**src/rtl/core/stack_queue_engine_unit_assert.svh**
```systemverilog
// Assertion macros used by the stack and queue engine RTL.
// Depends on nothing; included by modules that carry concurrent assertions.
`ifndef STACK_QUEUE_ENGINE_UNIT_ASSERT_SVH
`define STACK_QUEUE_ENGINE_UNIT_ASSERT_SVH

// The condition holds at every clock edge outside reset.
`define SQE_ASSERT_ALWAYS(label, clk, rst, expr) \
   label: assert property (@(posedge clk) disable iff (rst) (expr)) \
      else $error("invariant violated");

// The consequence holds in the same cycle as the antecedent.
`define SQE_ASSERT_IMPLIES(label, clk, rst, ante, cons) \
   label: assert property (@(posedge clk) disable iff (rst) (ante) |-> (cons)) \
      else $error("same-cycle implication violated");

// The consequence holds in the cycle after the antecedent.
`define SQE_ASSERT_NEXT(label, clk, rst, ante, cons) \
   label: assert property (@(posedge clk) disable iff (rst) (ante) |=> (cons)) \
      else $error("next-cycle implication violated");

`endif

```
**src/rtl/core/sqe_pkg.sv**
```systemverilog
// Types and constants of the stack and queue engine.
// Depends on nothing; used by the interfaces, the cell and the top level.
`timescale 1ns / 1ps

package sqe_pkg;

   localparam int DATA_W   = 32;
   localparam int CMD_W    = 3;
   localparam int STATUS_W = 2;

   typedef enum logic [CMD_W-1:0] {
      CMD_PUSH = 3'd0,
      CMD_POP  = 3'd1,
      CMD_SWAP = 3'd2,
      CMD_PEEK = 3'd3,
      CMD_DUMP = 3'd4
   } cmd_type;

   typedef enum logic [STATUS_W-1:0] {
      STATUS_OK    = 2'd0,
      STATUS_EMPTY = 2'd1,
      STATUS_SHORT = 2'd2,
      STATUS_FULL  = 2'd3
   } status_type;

   typedef enum logic [2:0] {
      CELL_HOLD,
      CELL_TAKE_LEFT,
      CELL_TAKE_RIGHT,
      CELL_TAKE_FRONT,
      CELL_LOAD
   } cell_op_type;

endpackage

```
**src/rtl/core/sqe_cell.sv**
```systemverilog
// One storage cell of the element chain: holds one value and takes its next
// value from itself, a neighbor, the front cell or the pushed value. Uses sqe_pkg.
`timescale 1ns / 1ps

module sqe_cell (
   input  logic                              clock,
   input  sqe_pkg::cell_op_type              op,
   input  logic signed [sqe_pkg::DATA_W-1:0] left_data,
   input  logic signed [sqe_pkg::DATA_W-1:0] right_data,
   input  logic signed [sqe_pkg::DATA_W-1:0] front_data,
   input  logic signed [sqe_pkg::DATA_W-1:0] load_data,
   output logic signed [sqe_pkg::DATA_W-1:0] data_ff
);

   logic signed [sqe_pkg::DATA_W-1:0] data_in;

   always_comb begin
      unique case (op)
         sqe_pkg::CELL_TAKE_LEFT:  data_in = left_data;
         sqe_pkg::CELL_TAKE_RIGHT: data_in = right_data;
         sqe_pkg::CELL_TAKE_FRONT: data_in = front_data;
         sqe_pkg::CELL_LOAD:       data_in = load_data;
         default:                  data_in = data_ff;
      endcase
   end

   always_ff @(posedge clock) begin
      data_ff <= data_in;
   end

endmodule

```
**config.mk**
```make
export PLATFORM = sky130hd
export DESIGN_NAME = sqe_cell
export DESIGN_NICKNAME = d
export VERILOG_FILES = /design/src/rtl/core/stack_queue_engine_unit_assert.svh /design/src/rtl/core/sqe_pkg.sv /design/src/rtl/core/sqe_cell.sv
export SDC_FILE = /design/constraint.sdc
export NUM_CORES = 1
export LEC_CHECK = 0
export ABC_AREA = 1
export BUFFER_PORTS_ARGS = -buffer_cell sky130_fd_sc_hd__buf_2
export CAP_MARGIN = 20
export CORE_MARGIN = 4
export CORE_UTILIZATION = 41
export CTS_BUF_LIST = sky130_fd_sc_hd__clkbuf_8
export DETAILED_ROUTE_END_ITERATION = 8
export GPL_ROUTABILITY_DRIVEN = 1
export PLACE_DENSITY = 0.91
export SETUP_SLACK_MARGIN = 0.5
export SLEW_MARGIN = 20
export SYNTH_ARGS = -nofsm -noshare
export SYNTH_HDL_FRONTEND = slang
export SYNTH_SLANG_ARGS = --single-unit
export TNS_END_PERCENT = 10
```
**constraint.sdc**
```tcl
create_clock -name clock -period 2.11 [get_ports clock]
set_input_delay 0 -clock clock [delete_from_list [all_inputs] [get_ports clock]]
set_output_delay 0 -clock clock [all_outputs]
set_load 0.02 [all_outputs]
```
==> metrics.txt <==
status=finished clean; worst-case headroom to the max-slew limit=between 40% and 50%; actual slew at the worst max-slew pin=~0.85 ns; layout cell share with drive strength beyond 1=a little under two fifths; number of nets in the synthesized netlist=roughly 450; Synth Flop Type=edfxtp_1; sequential share of the synthesized area=around two fifths; number of failing hold endpoints at the final stage=0; fill cell total of the finished layout=a little over 500; type of element launching the critical path=input pin; total clock buffers created by CTS=5; routability congestion estimate from global placement=roughly 0.83; hold path depth=3; cell at the slowest stage of the critical path=a21oi_4; Leakage Power=a little under 2 nW; wirelength, routed=roughly 8.4 mm; total power per unit cell area=approximately 580 nW/um2; # rows=27; critical path data arrival time=about 1.5 ns; final setup violating endpoints=0; Port Buffer Count=163; total negative slack for setup checks=0 ns; mean post-synth cell area=~7.2 um2; highest attainable clock frequency=697 MHz; Longest Clk Path Bufs=2; count of nets after finishing=~630; worst hold path class=in2reg; VDD IR-drop max=0.247 mV; number of antenna repair diodes=0; number of enable flip-flop cells after synthesis=32; combined global-route utilization of all metal layers=approximately 24%; Die H=82.9 um; final global-route overflow total=0; number of cells in the design after placement=540; kind of end point of the critical path=flip-flop; global-route wire length before repair=approximately 13 mm; cell breakdown of the critical path=buf_2, nor2_8, a21oi_4, nand2_1, buf_4; clock tree from TritonCTS=yes; Layout Cell Area excl Fill=around 3400 um2; Worst setup startpoint=op[1]; Root Driver=clkbuf_8; ranking of synthesized cells by area=edfxtp_1 (42%), nand2_1 (16%), nor2_1 (10%); max FFs per register=32; number of levels in the clock H-tree=2; overall via count from detail_route=2868; layout overhead on the synthesized area=49.6%; gate count of the mapped netlist=320; Initial Util=42.0%; initial antenna violation count=0; proportion of synthesized flip-flops having asynchronous set or reset=0%; Cell Area, Synth=~2300 um2; number of maximum-capacitance constraint violations=0; setup repair after global routing missed its margin=false; synthesis-stage register bit count=32; registers with the most flip-flops=data_ff (32); Crit Path Max Fanout=17; detail-routed via count per cell=5.01; post-route DRC violation count=0; Die X=82.9 um; Reg clk slew, reported paths=0.07 ns; placed instance area=around 3100 um2; Antenna Violating Nets Remaining=0; Worst Path Required=roughly 2.2 ns; Distinct cells, synth=15; Yosys warnings=0; largest net degree at the start of global routing=35; filler-free cell count of the finished design=572; number of clock sinks seen by CTS=32; category of the most critical setup path=in2reg; most common library cells after synthesis=nand2_1 (97), nor2_1 (64), nand3_1 (33); Initial DRC Count=134; CTS-repair resized insts=0; capture point of the critical path=data_ff[20]$_DFFE_PP_; per-cell routed wire length=approximately 15 um; Final Cycle Share=68.0%; Detailed Place HPWL=5.63 mm; DR pass1 iterations=5; via count of the first global-routing pass=2803; delay contributed by the slowest stage of the critical path=0.45 ns; num ports=~160; top register by number of flip-flops=data_ff; core area=5470 um2; Power, Total=1.99 mW; Final Critical Period=about 1.4 ns; most frequent cell after synthesis=nand2_1; Yosys top cell area share=approximately two fifths; Yosys top cell by area=edfxtp_1; Final Core Density=62.9%; Total Die Area=between 6000 and 7000 um2; pins over their slew limit=0
power breakdown:
group	internal (mW)	switching [mW]	total [mW]
combinational	0.240	0.357	0.598
clock	0.343	0.216	0.559
sequential	0.809	0.0270	0.836
total	1.39	0.600	1.99
stage by stage:
| stage | setup slack, ns | hold slack, ns |
|---|---|---|
| 6_report | 0.676 | 0.00625 |
| 5_1_grt | 0.561 | 0.00448 |
| 4_1_cts | 0.658 | 0.000622 |
| 3_5_place_dp | 0.0494 | 0.275 |
| 3_3_place_gp | 0.116 | 0.274 |
| 2_1_floorplan | 0.502 | 0.185 |
worst min-delay path by stage:
stage                            endpoint     startpoint
floorplan            data_ff[0]$_DFFE_PP_   left_data[0]
global placement    data_ff[27]$_DFFE_PP_  left_data[27]
detailed placement   data_ff[1]$_DFFE_PP_   left_data[1]
CTS                 data_ff[10]$_DFFE_PP_  left_data[10]
global route        data_ff[10]$_DFFE_PP_  left_data[10]
finish              data_ff[25]$_DFFE_PP_  left_data[25]
cells in the final DEF (no fill, tap or decap), types with 2 or more instances in the layout:
master,n
buf_4,9
buf_2,163
inv_1,32
clkinv_1,2
nand4_1,32
nor2_1,64
nand2_1,97
dlygate4sd3_1,23
nand3_1,33
edfxtp_1,32
clkbuf_8,5
critical path, delay by kind of cell:
kind            cells  cell delay (ns)
compound gates      1             0.45
buf+inv             2             0.56
simple gates        2             0.46
logic make-up (layout without fill, tap and decap cells):
group,count (synthesis),count (layout),synth area share [%]
simple gates,229,229,44.2
buf+inv,58,237,13.4
flops,32,32,41.8
compound gates,1,2,0.707
metal layers:
metal | vias up | part of all wire (%) | global-route usage (%) | routed length (um)
li1 | 1396 | - | - | -
met1 | 1264 | 38 | 27.0 | 3170
met2 | 182 | 49 | 42.0 | 4140
met3 | 26 | 9.9 | 5.75 | 837
met4 | 0 | 3.5 | 12.3 | 295
met5 | - | 0 | 0 | 0
what timing repair did:
item                       in CTS  in global routing
hold buffers                   21                  2
buffers inserted                0                  0
hold endpoints to repair       21                  2
setup endpoints to repair      26                  0
area by class of cell:
| type | instances | area, um2 | share of cell area, % |
|---|---|---|---|
| clock inverter | 3 | 37.5 | 1.09 |
| tap | 72 | 90.1 | 2.62 |
| inverter | 34 | 131 | 3.82 |
| multi-input combinational | 231 | 1040 | 30.2 |
| clock buffer | 5 | 68.8 | 2.00 |
| sequential | 32 | 961 | 27.9 |
| timing repair buffer | 195 | 1110 | 32.3 |
Power figures use the tool's default switching activity.
